--- src/sv/hrhp_pkg.sv ---
package hrhp_pkg;

   // Status codes on the result channel
   localparam logic [1:0] ST_MORE = 2'd0;
   localparam logic [1:0] ST_LINE = 2'd1;
   localparam logic [1:0] ST_HEAD = 2'd2;
   localparam logic [1:0] ST_ERR  = 2'd3;

   // Method codes
   localparam logic [1:0] METHOD_NONE = 2'd0;
   localparam logic [1:0] METHOD_GET  = 2'd1;
   localparam logic [1:0] METHOD_POST = 2'd2;

   // Characters
   localparam logic [7:0] CH_SPACE = 8'h20;
   localparam logic [7:0] CH_SLASH = 8'h2f;
   localparam logic [7:0] CH_DOT   = 8'h2e;
   localparam logic [7:0] CH_COLON = 8'h3a;
   localparam logic [7:0] CH_LF    = 8'h0a;
   localparam logic [7:0] CH_ONE   = 8'h31;
   localparam logic [7:0] CH_DASH  = 8'h2d;

   localparam int RSP_DATA_W = 8;

   typedef struct packed {
      logic       uri_byte;
      logic [1:0] method;
      logic [1:0] status;
   } result_type;

endpackage

--- src/sv/hrhp_parse.sv ---
module hrhp_parse (
   input  logic               clock,
   input  logic               reset,
   input  logic               step,
   input  logic [7:0]         byte_in,
   output hrhp_pkg::result_type result
);
   import hrhp_pkg::*;

   typedef enum logic [3:0] {
      PH_START  = 4'd0,
      PH_METHOD = 4'd1,
      PH_URI    = 4'd2,
      PH_PROTO  = 4'd3,
      PH_MAJOR  = 4'd4,
      PH_MINOR  = 4'd5,
      PH_HSTART = 4'd6,
      PH_HNAME  = 4'd7,
      PH_HCOLON = 4'd8,
      PH_HSPACE = 4'd9,
      PH_HVALUE = 4'd10,
      PH_HEND   = 4'd11
   } phase_type;

   phase_type  phase_ff, phase_in;
   logic [2:0] len_ff, len_in;
   logic       get_ok_ff, get_ok_in;
   logic       post_ok_ff, post_ok_in;
   logic [1:0] code_ff, code_in;

   logic       is_upper, is_lower;
   logic [1:0] st;
   logic       uri;
   logic       get_hit, post_hit;

   function automatic logic [7:0] get_char(input logic [1:0] idx);
      unique case (idx)
         2'd0:    get_char = 8'h47; // G
         2'd1:    get_char = 8'h45; // E
         2'd2:    get_char = 8'h54; // T
         default: get_char = CH_SPACE;
      endcase
   endfunction

   function automatic logic [7:0] post_char(input logic [2:0] idx);
      unique case (idx)
         3'd0:    post_char = 8'h50; // P
         3'd1:    post_char = 8'h4f; // O
         3'd2:    post_char = 8'h53; // S
         3'd3:    post_char = 8'h54; // T
         default: post_char = CH_SPACE;
      endcase
   endfunction

   assign is_upper = (byte_in >= 8'h41) && (byte_in <= 8'h5a);
   assign is_lower = (byte_in >= 8'h61) && (byte_in <= 8'h7a);
   assign get_hit  = (len_ff < 3'd4) && (get_char(len_ff[1:0]) == byte_in);
   assign post_hit = (len_ff < 3'd5) && (post_char(len_ff) == byte_in);

   always_comb begin
      phase_in   = phase_ff;
      len_in     = len_ff;
      get_ok_in  = get_ok_ff;
      post_ok_in = post_ok_ff;
      code_in    = code_ff;
      st         = ST_MORE;
      uri        = 1'b0;

      unique case (phase_ff)
         PH_START: begin
            if (is_upper) begin
               get_ok_in  = get_ok_ff & get_hit;
               post_ok_in = post_ok_ff & post_hit;
               len_in     = len_ff + 3'd1;
               phase_in   = PH_METHOD;
            end else begin
               st = ST_ERR;
            end
         end
         PH_METHOD: begin
            priority if (is_upper || byte_in == CH_SPACE) begin
               get_ok_in  = get_ok_ff & get_hit;
               post_ok_in = post_ok_ff & post_hit;
               if (len_ff != 3'd7) len_in = len_ff + 3'd1;
            end else if (byte_in == CH_SLASH && len_ff == 3'd4 && get_ok_ff) begin
               code_in  = METHOD_GET;
               phase_in = PH_URI;
               uri      = 1'b1;
            end else if (byte_in == CH_SLASH && len_ff == 3'd5 && post_ok_ff) begin
               code_in  = METHOD_POST;
               phase_in = PH_URI;
               uri      = 1'b1;
            end else begin
               st = ST_ERR;
            end
         end
         PH_URI: begin
            if (byte_in == CH_SPACE) phase_in = PH_PROTO;
            else uri = 1'b1;
         end
         PH_PROTO: begin
            if (byte_in == CH_SLASH) phase_in = PH_MAJOR;
            else if (!is_upper) st = ST_ERR;
         end
         PH_MAJOR: begin
            if (byte_in == CH_DOT) phase_in = PH_MINOR;
         end
         PH_MINOR: begin
            if (byte_in == CH_LF) begin
               st       = ST_LINE;
               phase_in = PH_HSTART;
            end else if (byte_in != CH_ONE) begin
               st = ST_ERR;
            end
         end
         PH_HSTART: begin
            if (is_upper) phase_in = PH_HNAME;
            else st = ST_ERR;
         end
         PH_HNAME: begin
            if (byte_in == CH_COLON) phase_in = PH_HCOLON;
            else if (!(is_upper || is_lower || byte_in == CH_DASH)) st = ST_ERR;
         end
         PH_HCOLON: begin
            if (byte_in == CH_SPACE) phase_in = PH_HSPACE;
            else st = ST_ERR;
         end
         PH_HSPACE: begin
            if (is_upper || is_lower) phase_in = PH_HVALUE;
            else st = ST_ERR;
         end
         PH_HVALUE: begin
            if (byte_in == CH_LF) phase_in = PH_HEND;
         end
         PH_HEND: begin
            priority if (is_upper) phase_in = PH_HNAME;
            else if (byte_in == CH_LF) st = ST_HEAD;
            else st = ST_ERR;
         end
         default: st = ST_ERR;
      endcase

      result.status   = st;
      result.method   = code_in;
      result.uri_byte = uri;

      // head done or error: start over on a new request
      if (st == ST_ERR || st == ST_HEAD) begin
         phase_in   = PH_START;
         len_in     = 3'd0;
         get_ok_in  = 1'b1;
         post_ok_in = 1'b1;
         code_in    = METHOD_NONE;
      end
   end

   always_ff @(posedge clock) begin
      if (reset) begin
         phase_ff   <= PH_START;
         len_ff     <= 3'd0;
         get_ok_ff  <= 1'b1;
         post_ok_ff <= 1'b1;
         code_ff    <= METHOD_NONE;
      end else if (step) begin
         phase_ff   <= phase_in;
         len_ff     <= len_in;
         get_ok_ff  <= get_ok_in;
         post_ok_ff <= post_ok_in;
         code_ff    <= code_in;
      end
   end

endmodule

--- src/sv/http_request_head_parser.sv ---
// HTTP request head parser.
// Input stream (req_*): one byte of the request head per beat in req_tdata.
// Result stream (rsp_*): one beat per input byte, in order, carrying
//   status (0 more, 1 request line done, 2 head done, 3 error), the method
//   recognized so far (0 none, 1 GET, 2 POST) and a flag for URI bytes.
// After head done or error the parser is back at the start of a request.
// Path: a byte accepted into the input register goes through the parse logic
//   into the result register, which drives rsp_tdata (two-register path: input
//   register, parse logic, result register).
// Throughput: one byte per clock while rsp_tready stays high; the parse state
//   is updated per byte; the next byte sees the state left by the previous one.
// Stall: when rsp_tready is low the result register holds; the input
//   register still takes one more byte, then req_tready drops until the
//   result drains. No beat is lost or repeated.
// Reset: synchronous, active high; both registers empty and the parser
//   returns to the start of a request line.
module http_request_head_parser (
   input  logic       clock,
   input  logic       reset,
   input  logic       req_tvalid,
   output logic       req_tready,
   input  logic [7:0] req_tdata,   // [7:0] byte_in
   output logic       rsp_tvalid,
   input  logic       rsp_tready,
   output logic [hrhp_pkg::RSP_DATA_W-1:0] rsp_tdata // [1:0] status, [3:2] method,
                                                    // [4] uri_byte, [7:5] zero
);
   import hrhp_pkg::*;

   logic       in_valid_ff, in_valid_in;
   logic [7:0] in_byte_ff;
   logic       out_valid_ff, out_valid_in;
   result_type out_data_ff;
   result_type result;
   logic       advance;
   logic       req_take;

   // input register moves into the result register when that one is free
   assign advance    = in_valid_ff && (!out_valid_ff || rsp_tready);
   assign req_tready = !in_valid_ff || advance;
   assign req_take   = req_tvalid && req_tready;

   hrhp_parse u_parse (
      .clock   (clock),
      .reset   (reset),
      .step    (advance),
      .byte_in (in_byte_ff),
      .result  (result)
   );

   always_comb begin
      in_valid_in = in_valid_ff;
      if (req_take) in_valid_in = 1'b1;
      else if (advance) in_valid_in = 1'b0;

      out_valid_in = out_valid_ff;
      if (advance) out_valid_in = 1'b1;
      else if (rsp_tready) out_valid_in = 1'b0;
   end

   always_ff @(posedge clock) begin
      if (reset) begin
         in_valid_ff  <= 1'b0;
         out_valid_ff <= 1'b0;
      end else begin
         in_valid_ff  <= in_valid_in;
         out_valid_ff <= out_valid_in;
      end
   end

   // payload, no reset
   always_ff @(posedge clock) begin
      if (req_take) in_byte_ff <= req_tdata;
      if (advance) out_data_ff <= result;
   end

   assign rsp_tvalid = out_valid_ff;
   assign rsp_tdata  = {{(RSP_DATA_W - $bits(result_type)){1'b0}}, out_data_ff};

endmodule

--- config.mk ---
export PLATFORM = sky130hd
export DESIGN_NAME = http_request_head_parser
export DESIGN_NICKNAME = d
export VERILOG_FILES = /design/src/sv/hrhp_pkg.sv /design/src/sv/hrhp_parse.sv /design/src/sv/http_request_head_parser.sv
export SDC_FILE = /design/constraint.sdc
export NUM_CORES = 1
export LEC_CHECK = 0
export ABC_AREA = 0
export CELL_PAD_IN_SITES_DETAIL_PLACEMENT = 0
export CELL_PAD_IN_SITES_GLOBAL_PLACEMENT = 1
export CORE_UTILIZATION = 52
export CTS_BUF_LIST = sky130_fd_sc_hd__clkbuf_16
export DETAILED_ROUTE_END_ITERATION = 12
export DONT_BUFFER_PORTS = 1
export PLACE_DENSITY_LB_ADDON = 0.08
export REMOVE_ABC_BUFFERS = 1
export SYNTH_ARGS = -nofsm -noshare
export SYNTH_HDL_FRONTEND = slang
export SYNTH_SLANG_ARGS = --single-unit
--- constraint.sdc ---
create_clock -name clock -period 3.85 [get_ports clock]
set_input_delay 0.385 -clock clock [delete_from_list [all_inputs] [get_ports clock]]
set_output_delay 0.385 -clock clock [all_outputs]
set_load 0.01 [all_outputs]
* Yosys cells after proc, flatten, opt, wreduce, memory -nomap -nowiden
Cells that the tools add are included.
** Operators by class
- Reductions and logical operators :: 31
- Eq/ne operators :: 44
- Multiplexer cells :: 58
- Magnitude comparators :: 6
- Bitwise gates (word level) :: 2
- $add $sub $neg :: 1
** Operators with widths (count)
- two-way mux 4 bit :: 14
- case mux 4 bit (11 select lines) :: 1
- == test 8 x 6 -> 1 bit (second input constant) :: 5
- != test 3 x 1 -> 1 bit (second input constant) :: 12
- two-way mux 2 bit :: 17
- case mux 7 bit (4 select lines) :: 1
- case mux 7 bit (3 select lines) :: 1
- case mux 2 bit (9 select lines) :: 1
- == test 4 x 3 -> 1 bit (second input constant) :: 4
- == test 4 bit (second input constant) :: 4
- == test 7 x 8 -> 1 bit :: 2
- greater-or-equal comparator 8 x 7 -> 1 bit (second input constant) :: 2
- <= comparator 8 x 7 -> 1 bit (second input constant) :: 2
- two-way mux 1 bit :: 15
- AND reduction 14 bit :: 1
- two-way mux 3 bit :: 4
- nonzero test 12 bit :: 1
- logical AND 1 bit :: 10
- == test 4 x 2 -> 1 bit (second input constant) :: 2
- == test 8 x 4 -> 1 bit (second input constant) :: 1
- != test 8 x 6 -> 1 bit (second input constant) :: 1
- == test 2 bit (second input constant) :: 3
- == test 3 x 2 -> 1 bit (second input constant) :: 2
- == test 3 bit (second input constant) :: 2
- other kinds (21) :: 34
** Word-level totals
- Bits of input ports :: 12
- Logic and storage cells :: 153
- Output and inout bits :: 10
- Register bits after elaboration :: 26

* Longest topological paths before layout
Gate-level depths: netlist of run 1.
- Word-level depth :: 11
- Depth in mapped cells :: 9
- Gate-level depth less buffers :: 9

* Modules after synthesis
Synthesis of run 1 repeated with hierarchy kept, for this count alone.
** Second synthesis, totals
- Cells, all modules :: 234
- Area total of the unflattened synthesis :: 2033.2 um^2
** Modules (own cells, without submodules)
- hrhp_parse :: instances 1, area each 1512.7 um^2, sequential area each 220.2 um^2, cells each 207
- http_request_head_parser :: instances 1, area each 520.5 um^2, sequential area each 430.4 um^2, cells each 27

* Least setup slack after synthesis of run 1
OpenSTA, ideal clock, no wires.
- Kind :: register -> register
- Start :: register in_byte_ff[5]
- End :: register u_parse.phase_ff[1]
- Cell stages (with the launch flop) :: 8
- Buffers on the path :: 0
- Path slack :: 1543 ps
- Period minus slack after synthesis :: 2307 ps
- Setup time :: 117 ps
- Data required time :: 3733 ps
- Arrival :: 2190 ps
- Cells stage by stage :: edfxtp_1 -> or4_4 -> a32oi_1 -> o221ai_2 -> a2111oi_4 -> nand4_2 -> and2_4 -> a22o_1
** Between the ends
- Longest elaborated chain between the ends :: 11
- Elaborated cells between the ends (all ways) :: 55
- Classes of those cells :: order compare (4); eq/ne (21); mux (18); reduce/logical (12)
** Ends and longest elaborated chain
- from (decl) :: RTL line http_request_head_parser.sv:31 : logic [7:0] in_byte_ff;
- from (signal assigned) :: RTL line http_request_head_parser.sv:73 : if (req_take) in_byte_ff <= req_tdata;
- greater-or-equal comparator 8 x 7 -> 1 bit, or another cell as far along :: RTL line hrhp_parse.sv:55 : assign is_upper = (byte_in >= 8'h41) && (byte_in <= 8'h5a);
- logical AND 1 bit (on tied branches) :: RTL line hrhp_parse.sv:55, hrhp_parse.sv:89, hrhp_parse.sv:56
- logical OR 1 bit or logical AND 1 bit (tied branches) :: RTL line hrhp_parse.sv:122, hrhp_parse.sv:129, hrhp_parse.sv:89
- logical OR 1 bit or two-way mux 2 bit (tied branches) :: RTL line hrhp_parse.sv:122, hrhp_parse.sv:89
- two-way mux 2 bit (on tied branches) :: RTL line hrhp_parse.sv:122, hrhp_parse.sv:85
- two-way mux 2 bit (on tied branches) :: RTL line hrhp_parse.sv:121, hrhp_parse.sv:81
- case mux 2 bit (9 select lines) :: RTL line hrhp_parse.sv:69 : unique case (phase_ff)
- == test 2 bit :: RTL line hrhp_parse.sv:148 : if (st == ST_ERR || st == ST_HEAD) begin
- logical OR 1 bit :: RTL line hrhp_parse.sv:148
- nonzero test 12 bit (no line), or another cell as far along
- AND reduction 14 bit (no line)
- to (signal assigned) :: RTL line hrhp_parse.sv:165 : phase_ff <= phase_in;
- to (decl) :: RTL line hrhp_parse.sv:25 : phase_type phase_ff, phase_in;
Parallel ways exist; a longest one is shown, timed or not. The select of a mux whose other input is x is not followed.
A chain may end at the register's enable or synchronous reset.

* Final worst setup path of run 1
- Start :: register in_byte_ff[0]
- End :: register u_parse.phase_ff[1]
Same word-level chain as after synthesis.

==> flow_summary.json, run 1 <==
{
  "grt_antenna_before_repair": 0,
  "diodes": 0,
  "max_freq_ghz": 0.374,
  "die_h_um": 61.9,
  "max-vdd-ir-drop_uv": 254,
  "ff2ff_setup_slack_ns": 1.17,
  "synth-edff-count": 13,
  "worstSetupPathType": "flop to flop",
  "period_minus_slack_ns": 2.68,
  "worstHoldStart": "reset",
  "wl_per_cell_um": 17.2,
  "hp-class": "input pin to flop",
  "drt-initial-drc-count": 208,
  "worstSetupEndpointType": "flop",
  "fin_worst_skew_ns": 0.00414,
  "max_cap_viol_count": 0,
  "rsz0062_at_grt": "no",
  "clock_latency_ns": 0.26,
  "dr.pass1.iters": 4,
  "internal-power_mw": 0.500,
  "hold_viol": 0,
  "hold_path_end": "u_parse.code_ff[1]$_SDFFE_PP0P_",
  "ctsResizeCount": 0,
  "switching_power_mw": 0.134,
  "yosysTopAreaCell": "edfxtp_1",
  "cts_max_path_buffers": 2,
  "root_buffer": "clkbuf_16",
  "drc": 0,
  "regArea_sq_um": 651,
  "cts.sinks": 26,
  "layout-drive-gt1-share_pct": 10.6,
  "comb_power_share_pct": 6.9,
  "timing.rr.start": "in_byte_ff[0]$_DFFE_PP_",
  "ios": 22,
  "wirelength_mm": 4.21,
  "avgSynthCellArea_sq_um": 8.96,
  "fin_tns_setup_ns": 0,
  "async_flop_share_pct": 0,
  "vias": 1580,
  "place.gp.congestion": 0.936,
  "grt.overflow.total": 0,
  "netlist_area_sq_um": 1860,
  "pwr-share-clk_pct": 42.8,
  "grt_pass1_vias": 1453,
  "post_cts_buffers": 0,
  "synth_top_area_share_pct": 20.9,
  "status": "finished clean",
  "grt_first_pass_wirelength_mm": 6.87,
  "p_seq_share_pct": 50.3,
  "power.leakage_nw": 0.672,
  "dieArea_sq_um": 3830,
  "hold_buffers": 0,
  "yosys-top-cells-area": "edfxtp_1 21%, dfxtp_1 14%, ha_1 4.0%",
  "syn2layout_area_growth_pct": 4.23,
  "powerDensity_nw_per_um2": 326,
  "grt_use_total_pct": 24.5,
  "finalCritPeriodShare_pct": 69.5,
  "report.final.slew_viol_count": 0,
  "htreeDepth": 1,
  "synth_cells": 208,
  "ys_seq_elements": 26,
  "start_util_pct": 55.0,
  "start_kind": "flop",
  "grt_start_max_net_pins": 18,
  "finalCoreUtilization_pct": 57.3,
  "worst-path-max-fanout": 14,
  "num-nets-final": 217,
  "swShare_pct": 21.1,
  "numCtsBuffers": 3,
  "worst_ep_required_time_ns": 4.01,
  "multi_input_area_sq_um": 1100,
  "io_buffers": 0,
  "core_area_sq_um": 3390,
  "r2r_end": "u_parse.phase_ff[1]$_SDFFE_PP0P_",
  "viasPerCell": 6.48,
  "finalSetupViolations": 0,
  "ys_types": 62,
  "synth_sequential_area_ratio_pct": 34.9,
  "tightest_slew_ns": 0.575,
  "yosys_warnings": 0,
  "synth_flop_cell": "edfxtp_1",
  "tritoncts": "yes",
  "clk_pin_slew_ns": 0.06,
  "whs_path_depth": 1,
  "ant_nets": 0,
  "die_x_um": 61.9,
  "slew_headroom_pct": 60.7,
  "hpwl_mm": 3.11,
  "crit_arrival_ns": 2.83,
  "rr_worst_depth": 7,
  "nFillCells": 324,
  "placementRows": 21
}
final cells by class:
class                   instances  area share (%)
well taps                      46            2.96
clock buffers                   4            5.15
multi-input cells             159            56.7
inverters                       9            1.74
flip-flops and latches         26            33.5
per-layer routing:
metal  GRT usage, %  wire length (um)  vias to the layer above
met1           31.7              1830                      758
met3           4.35               178                        9
met5              0                 0                        -
met4           8.57                87                        0
li1               -                 -                      757
met2           41.0              2110                       56
logic make-up (layout without fill, tap and decap cells):
| logic type | count (synthesis) | count (layout) | synth area share, % |
|---|---|---|---|
| simple gates | 93 | 93 | 29.7 |
| compound gates | 54 | 54 | 23.2 |
| flops | 26 | 26 | 34.9 |
| buf+inv | 25 | 13 | 6.44 |
| fa+ha+maj | 6 | 6 | 4.03 |
| xor+xnor | 2 | 2 | 0.940 |
| other cells | 1 | 3 | 0.201 |
| mux | 1 | 1 | 0.537 |
worst max-delay path, cell delays in order (launching register included):
cell      delay (ns)
edfxtp_1        0.58
or4_4           0.62
o221ai_2        0.27
or2_2           0.26
a22oi_1         0.14
a41o_2          0.33
and2_4          0.16
a22o_1          0.21
placed cells by master, fill, tap and decap left out, types with 6 or more instances in the layout:
cell type / instances
nand2_1: 17
nor2_1: 15
edfxtp_1: 13
dfxtp_1: 13
nand3_1: 11
inv_1: 9
o21ai_0: 9
nor2b_1: 8
a21oi_1: 8
ha_1: 6
per-stage QoR:
step | worst slack, ns | hold WS, ns | std cells | power (mW) | instance area (sq um)
after floorplan | 1.43 | 0.430 | 194 | 0.355 | 1790
after global placement | 1.22 | 0.439 | 240 | 0.366 | 1840
after detailed placement | 1.20 | 0.441 | 240 | 0.368 | 1840
after CTS | 1.21 | 0.179 | 244 | 0.641 | 1940
after global routing | 1.06 | 0.175 | 244 | 0.660 | 1940
final | 1.17 | 0.183 | 244 | 0.634 | 1940
synth_stat cells (all sizes together) (5+ instances only):
master  number
nand3       11
o31ai        5
ha           6
nor2        16
o21ai       10
and2         6
inv          9
nand2       17
edfxtp      13
nor2b        8
buf         10
dfxtp       13
clkbuf       6
a21oi        8
registers in the layout, indices dropped and copies added, names as in the netlist:
register            flops
u_parse.code_ff         2
u_parse.post_ok_ff      1
rsp_tvalid              1
u_parse.len_ff          3
in_byte_ff              8
rsp_tdata               5
u_parse.phase_ff        4
u_parse.get_ok_ff       1
in_valid_ff             1
how the worst max path moves through the flow:
stage                                 start                               end
finish              in_byte_ff[0]$_DFFE_PP_  u_parse.phase_ff[1]$_SDFFE_PP0P_
detailed placement  in_byte_ff[0]$_DFFE_PP_  u_parse.phase_ff[1]$_SDFFE_PP0P_
floorplan           in_byte_ff[0]$_DFFE_PP_  u_parse.phase_ff[1]$_SDFFE_PP0P_
global route        in_byte_ff[0]$_DFFE_PP_  u_parse.phase_ff[1]$_SDFFE_PP0P_
global placement    in_byte_ff[0]$_DFFE_PP_  u_parse.phase_ff[1]$_SDFFE_PP0P_
CTS                 in_byte_ff[0]$_DFFE_PP_  u_parse.phase_ff[1]$_SDFFE_PP0P_
power groups by stage:
| stage | clock network [mW] | logic [mW] | registers (mW) |
|---|---|---|---|
| 2_1_floorplan | 0 | 0.0362 | 0.319 |
| 3_3_place_gp | 0 | 0.0429 | 0.323 |
| 3_5_place_dp | 0 | 0.0433 | 0.325 |
| 4_1_cts | 0.278 | 0.0438 | 0.318 |
| 5_1_grt | 0.290 | 0.0493 | 0.321 |
| 6_report | 0.271 | 0.0439 | 0.319 |
Power figures use the tool's default switching activity.
==> inputs of run 2 (changes only) <==
--- a/config.mk
+++ b/config.mk
@@ -8,7 +8,7 @@
 export ABC_AREA = 0
 export CELL_PAD_IN_SITES_DETAIL_PLACEMENT = 0
 export CELL_PAD_IN_SITES_GLOBAL_PLACEMENT = 1
-export CORE_UTILIZATION = 52
+export CORE_UTILIZATION = 48
 export CTS_BUF_LIST = sky130_fd_sc_hd__clkbuf_16
 export DETAILED_ROUTE_END_ITERATION = 12
 export DONT_BUFFER_PORTS = 1
==> constraint.sdc (replaced) <==
create_clock -name clock -period 2.8 [get_ports clock]
set_input_delay 0.28 -clock clock [delete_from_list [all_inputs] [get_ports clock]]
set_output_delay 0.28 -clock clock [all_outputs]
set_load 0.01 [all_outputs]
==> run 2 against run 1 <==
Sequential share of layout area fell by 0.68 points. Via count fell by 1.5%. Clock power grew 39%. Largest cell class unchanged. Highest routed layer unchanged.
==> flow_summary.json, run 2 (synthesis gave the netlist of run 1 again) <==
{
  "status": "finished clean",
  "max_freq_ghz": 0.388,
  "power.leakage_nw": 0.698,
  "worst-path-max-fanout": 12,
  "core_area_sq_um": 3690,
  "layout-drive-gt1-share_pct": 12.8,
  "fin_worst_skew_ns": 0.00318,
  "worst_slack_ns": 0.221,
  "diodes": 0,
  "cts_max_path_buffers": 2,
  "grt_first_pass_wirelength_mm": 7.03,
  "finalCoreUtilization_pct": 53.8,
  "grt_antenna_before_repair": 0,
  "max-vdd-ir-drop_uv": 301,
  "regArea_sq_um": 651,
  "tightest_slew_ns": 0.514,
  "largest_reg_flops": 8,
  "place.gp.congestion": 0.905,
  "most-common-layout-cells": "17 x nand2_1, 15 x nor2_1, 13 x edfxtp_1, 13 x dfxtp_1, 11 x nand3_1",
  "largest_register": "in_byte_ff",
  "grt.overflow.total": 0,
  "hp-class": "input pin to flop",
  "start_kind": "flop",
  "final_common_cell": "nand2_1",
  "design_area_sq_um": 1980,
  "tritoncts": "yes",
  "powerDensity_nw_per_um2": 442,
  "syn2layout_area_growth_pct": 6.38,
  "worstSetupEndpointType": "flop",
  "dieArea_sq_um": 4140,
  "vias": 1557,
  "root_buffer": "clkbuf_16",
  "io_buffers": 0,
  "worstSetupPathType": "flop to flop",
  "hold_viol": 0,
  "wl_per_cell_um": 17.0,
  "num-nets-final": 222,
  "die_h_um": 64.3,
  "post_cts_buffers": 0,
  "grt_use_total_pct": 22.1,
  "wirelength_mm": 4.28,
  "cts.sinks": 26,
  "placementRows": 22,
  "clock_latency_ns": 0.26,
  "grt_pass1_vias": 1494,
  "maxUsedRoutingLayer": "met4",
  "ctsResizeCount": 0,
  "period_minus_slack_ns": 2.58,
  "hold_buffers": 0,
  "finalSetupViolations": 0,
  "grt_start_max_net_pins": 16,
  "drt-initial-drc-count": 177,
  "rsz0062_at_grt": "no",
  "numCtsBuffers": 3,
  "slew_headroom_pct": 64.8,
  "ios": 22,
  "dr.pass1.iters": 4,
  "start_util_pct": 50.5,
  "dpl_cell_area_sq_um": 1880,
  "ant_nets": 0,
  "viasPerCell": 6.20,
  "post-place-ws_ns": 0.262,
  "report.final.slew_viol_count": 0,
  "htreeDepth": 1,
  "crit_arrival_ns": 2.74,
  "max_cap_viol_count": 0,
  "finalCritPeriodShare_pct": 92.1,
  "dr_wl_met3_um": 144,
  "fin_tns_setup_ns": 0,
  "die_x_um": 64.3,
  "clk_pin_slew_ns": 0.06,
  "wl_met1_mm": 2.00,
  "worst_ep_required_time_ns": 2.96,
  "multi_input_area_sq_um": 1100,
  "wl_met2_mm": 1.93,
  "hold_ws_ns": 0.0785,
  "nFillCells": 363,
  "hpwl_mm": 3.24,
  "drc": 0
}
-- run 2: changes by cell type in the layout (fill, tap and decap cells not counted), sizes merged --
cell	previous run	this run
buf	0	5
-- run 2: metrics by stage --
step | total power, mW | cells
2_1_floorplan | 0.489 | 194
3_3_place_gp | 0.508 | 247
3_5_place_dp | 0.509 | 247
4_1_cts | 0.883 | 251
5_1_grt | 0.903 | 251
6_report | 0.877 | 251
-- run 2: final cells by class --
type	count	share of cell area [%]
Clock buffer	4	5.05
Sequential cell	26	32.8
Timing Repair Buffer	5	1.89
Inverter	9	1.70
Tap cell	48	3.03
Multi-Input combinational cell	159	55.5
-- run 2: power by group --
group | switching (mW) | internal [mW]
combinational | 0.0394 | 0.0282
sequential | 0.0205 | 0.413
clock | 0.127 | 0.248
-- run 2: final timing paths --
path                                                       from                               end  slack, ns  depth (start not counted)
worst max-delay path                    in_byte_ff[2]$_DFFE_PP_  u_parse.phase_ff[0]$_SDFFE_PP0P_       0.22                          7
worst min-delay path                                      reset   u_parse.code_ff[1]$_SDFFE_PP0P_       0.08                          1
worst max register to register          in_byte_ff[2]$_DFFE_PP_  u_parse.phase_ff[0]$_SDFFE_PP0P_       0.22                          7
worst min register to register  u_parse.code_ff[1]$_SDFFE_PP0P_   u_parse.code_ff[1]$_SDFFE_PP0P_       0.45                          2
-- run 2: critical path, stage by stage, from the launching register on --
cell	delay, ns
edfxtp_1	0.55
or4_4	0.56
o221ai_2	0.27
or2_2	0.24
a22oi_1	0.13
a41o_2	0.33
and2_4	0.16
a22o_1	0.22
-- run 2: routing by layer --
layer  track usage (%)  vias to the layer above
met4              13.9                        0
met5                 0                        -
li1                  -                      764
met2              34.5                       46
met1              28.2                      728
met3              3.57                       19
==> inputs of run 3 (changes only) <==
--- a/config.mk
+++ b/config.mk
@@ -8,7 +8,7 @@
 export ABC_AREA = 0
 export CELL_PAD_IN_SITES_DETAIL_PLACEMENT = 0
 export CELL_PAD_IN_SITES_GLOBAL_PLACEMENT = 1
-export CORE_UTILIZATION = 48
+export CORE_UTILIZATION = 30
 export CTS_BUF_LIST = sky130_fd_sc_hd__clkbuf_16
 export DETAILED_ROUTE_END_ITERATION = 12
 export DONT_BUFFER_PORTS = 1
==> run 3 against run 2 <==
Wire length up 11%. Via count up 2.7%. Fmax is 0.92% higher. Critical endpoint unchanged. Largest power group unchanged.
==> flow_summary.json, run 3 (synthesis gave the netlist of run 1 again) <==
{
  "status": "finished clean",
  "report.final.slew_viol_count": 0,
  "worstSetupEndpointType": "flop",
  "start_kind": "flop",
  "nFillCells": 631,
  "hold_buffers": 0,
  "numCtsBuffers": 3,
  "powerDensity_nw_per_um2": 430,
  "grt.overflow.total": 0,
  "finalSetupViolations": 0,
  "core_area_sq_um": 5960,
  "num-nets-final": 229,
  "layout-drive-gt1-share_pct": 15.7,
  "tritoncts": "yes",
  "max_freq_ghz": 0.391,
  "grt_pass1_vias": 1563,
  "diodes": 0,
  "rsz0062_at_grt": "no",
  "internal-power_mw": 0.694,
  "slowest_stage": "or4_4",
  "cts.sinks": 26,
  "largest_register": "in_byte_ff",
  "worstSetupPathType": "flop to flop",
  "max-vdd-ir-drop_uv": 186,
  "cp_num_buf_inv": 0,
  "wirelength_mm": 4.74,
  "worst_ep_required_time_ns": 2.96,
  "die_h_um": 80.8,
  "hold_ws_ns": 0.0793,
  "dr.pass1.iters": 4,
  "swShare_pct": 22.1,
  "vias": 1599,
  "switching_power_mw": 0.196,
  "regArea_sq_um": 651,
  "cpPeakStageDelay_ns": 0.55,
  "ctsResizeCount": 0,
  "ios": 22,
  "ant_nets": 0,
  "place.gp.congestion": 0.943,
  "io_buffers": 0,
  "most-common-layout-cells": "17 x nand2_1, 15 x nor2_1, 13 x edfxtp_1, 13 x dfxtp_1, 12 x buf_4",
  "grt_use_total_pct": 16.0,
  "p_seq_share_pct": 48.1,
  "post_cts_buffers": 0,
  "drc": 0,
  "clock_latency_ns": 0.26,
  "path_cells": "or4_4 > o221ai_2 > or2_2 > a22oi_1 > a41o_2 > and2_4 > a22o_1",
  "dp.cells": 281,
  "viasPerCell": 5.61,
  "root_buffer": "clkbuf_16",
  "max_cap_viol_count": 0,
  "fin_worst_skew_ns": 0.00182,
  "final_common_cell": "nand2_1",
  "hold_viol": 0,
  "htreeDepth": 1,
  "crit_arrival_ns": 2.71,
  "worst-path-max-fanout": 8,
  "layoutNonFillerInstCount": 285,
  "placementRows": 28,
  "largest_reg_flops": 8,
  "crit_family": "simple AND/OR/NAND/NOR gates",
  "hp-class": "input pin to flop",
  "grt_antenna_before_repair": 0,
  "wl_per_cell_um": 16.6,
  "tightest_slew_ns": 0.494,
  "period_minus_slack_ns": 2.56,
  "pwr-share-clk_pct": 43.1,
  "drt-initial-drc-count": 119,
  "finalCritPeriodShare_pct": 91.3,
  "die_x_um": 80.8,
  "fin_tns_setup_ns": 0,
  "comb_power_share_pct": 8.8,
  "start_util_pct": 31.3,
  "slew_headroom_pct": 66.2,
  "multi_input_area_sq_um": 1100,
  "grt_first_pass_wirelength_mm": 7.96,
  "dieArea_sq_um": 6530,
  "grt_start_max_net_pins": 16,
  "power.leakage_nw": 0.733,
  "clk_pin_slew_ns": 0.07,
  "syn2layout_area_growth_pct": 11.0,
  "cts_max_path_buffers": 2,
  "hpwl_mm": 3.68
}
==> run 3: path summary, 6_finish.rpt <==
| kind | start | to | slack (ns) | cells after the start |
|---|---|---|---|---|
| max | in_byte_ff[2]$_DFFE_PP_ | u_parse.phase_ff[0]$_SDFFE_PP0P_ | 0.24 | 7 |
| min | reset | u_parse.code_ff[1]$_SDFFE_PP0P_ | 0.08 | 1 |
| max reg2reg | in_byte_ff[2]$_DFFE_PP_ | u_parse.phase_ff[0]$_SDFFE_PP0P_ | 0.24 | 7 |
| min reg2reg | u_parse.code_ff[1]$_SDFFE_PP0P_ | u_parse.code_ff[1]$_SDFFE_PP0P_ | 0.45 | 2 |
==> run 3: final cells by class <==
class / instances / area share, %
clock buffers: 4 / 4.84
inverters: 9 / 1.63
flip-flops and latches: 26 / 31.4
multi-input cells: 159 / 53.2
repair buffers: 12 / 4.35
well taps: 75 / 4.53
==> run 3: routing by layer <==
metal | track usage [%] | wire, um
met5 | 0 | 0
met1 | 21.1 | 2140
met3 | 2.02 | 155
met2 | 26.7 | 2350
met4 | 5.54 | 98
==> run 3: power by group through the flow <==
stage / combinational (mW) / clock [mW] / sequential, mW
floorplan: 0.0497 / 0 / 0.439
finish: 0.0787 / 0.384 / 0.428
global placement: 0.0783 / 0 / 0.436
global route: 0.0879 / 0.412 / 0.430
detailed placement: 0.0791 / 0 / 0.436
CTS: 0.0794 / 0.396 / 0.428
==> run 3: per-stage QoR <==
step | total power, mW | instance area (sq um) | utilization [%] | worst slack (ns)
finish | 0.890 | 2070 | 34.7 | 0.244
global route | 0.930 | 2070 | 34.7 | 0.125
CTS | 0.904 | 2070 | 34.7 | 0.241
detailed placement | 0.516 | 1970 | 33.1 | 0.248
global placement | 0.514 | 1970 | 33.1 | 0.275
floorplan | 0.489 | 1790 | - | 0.382
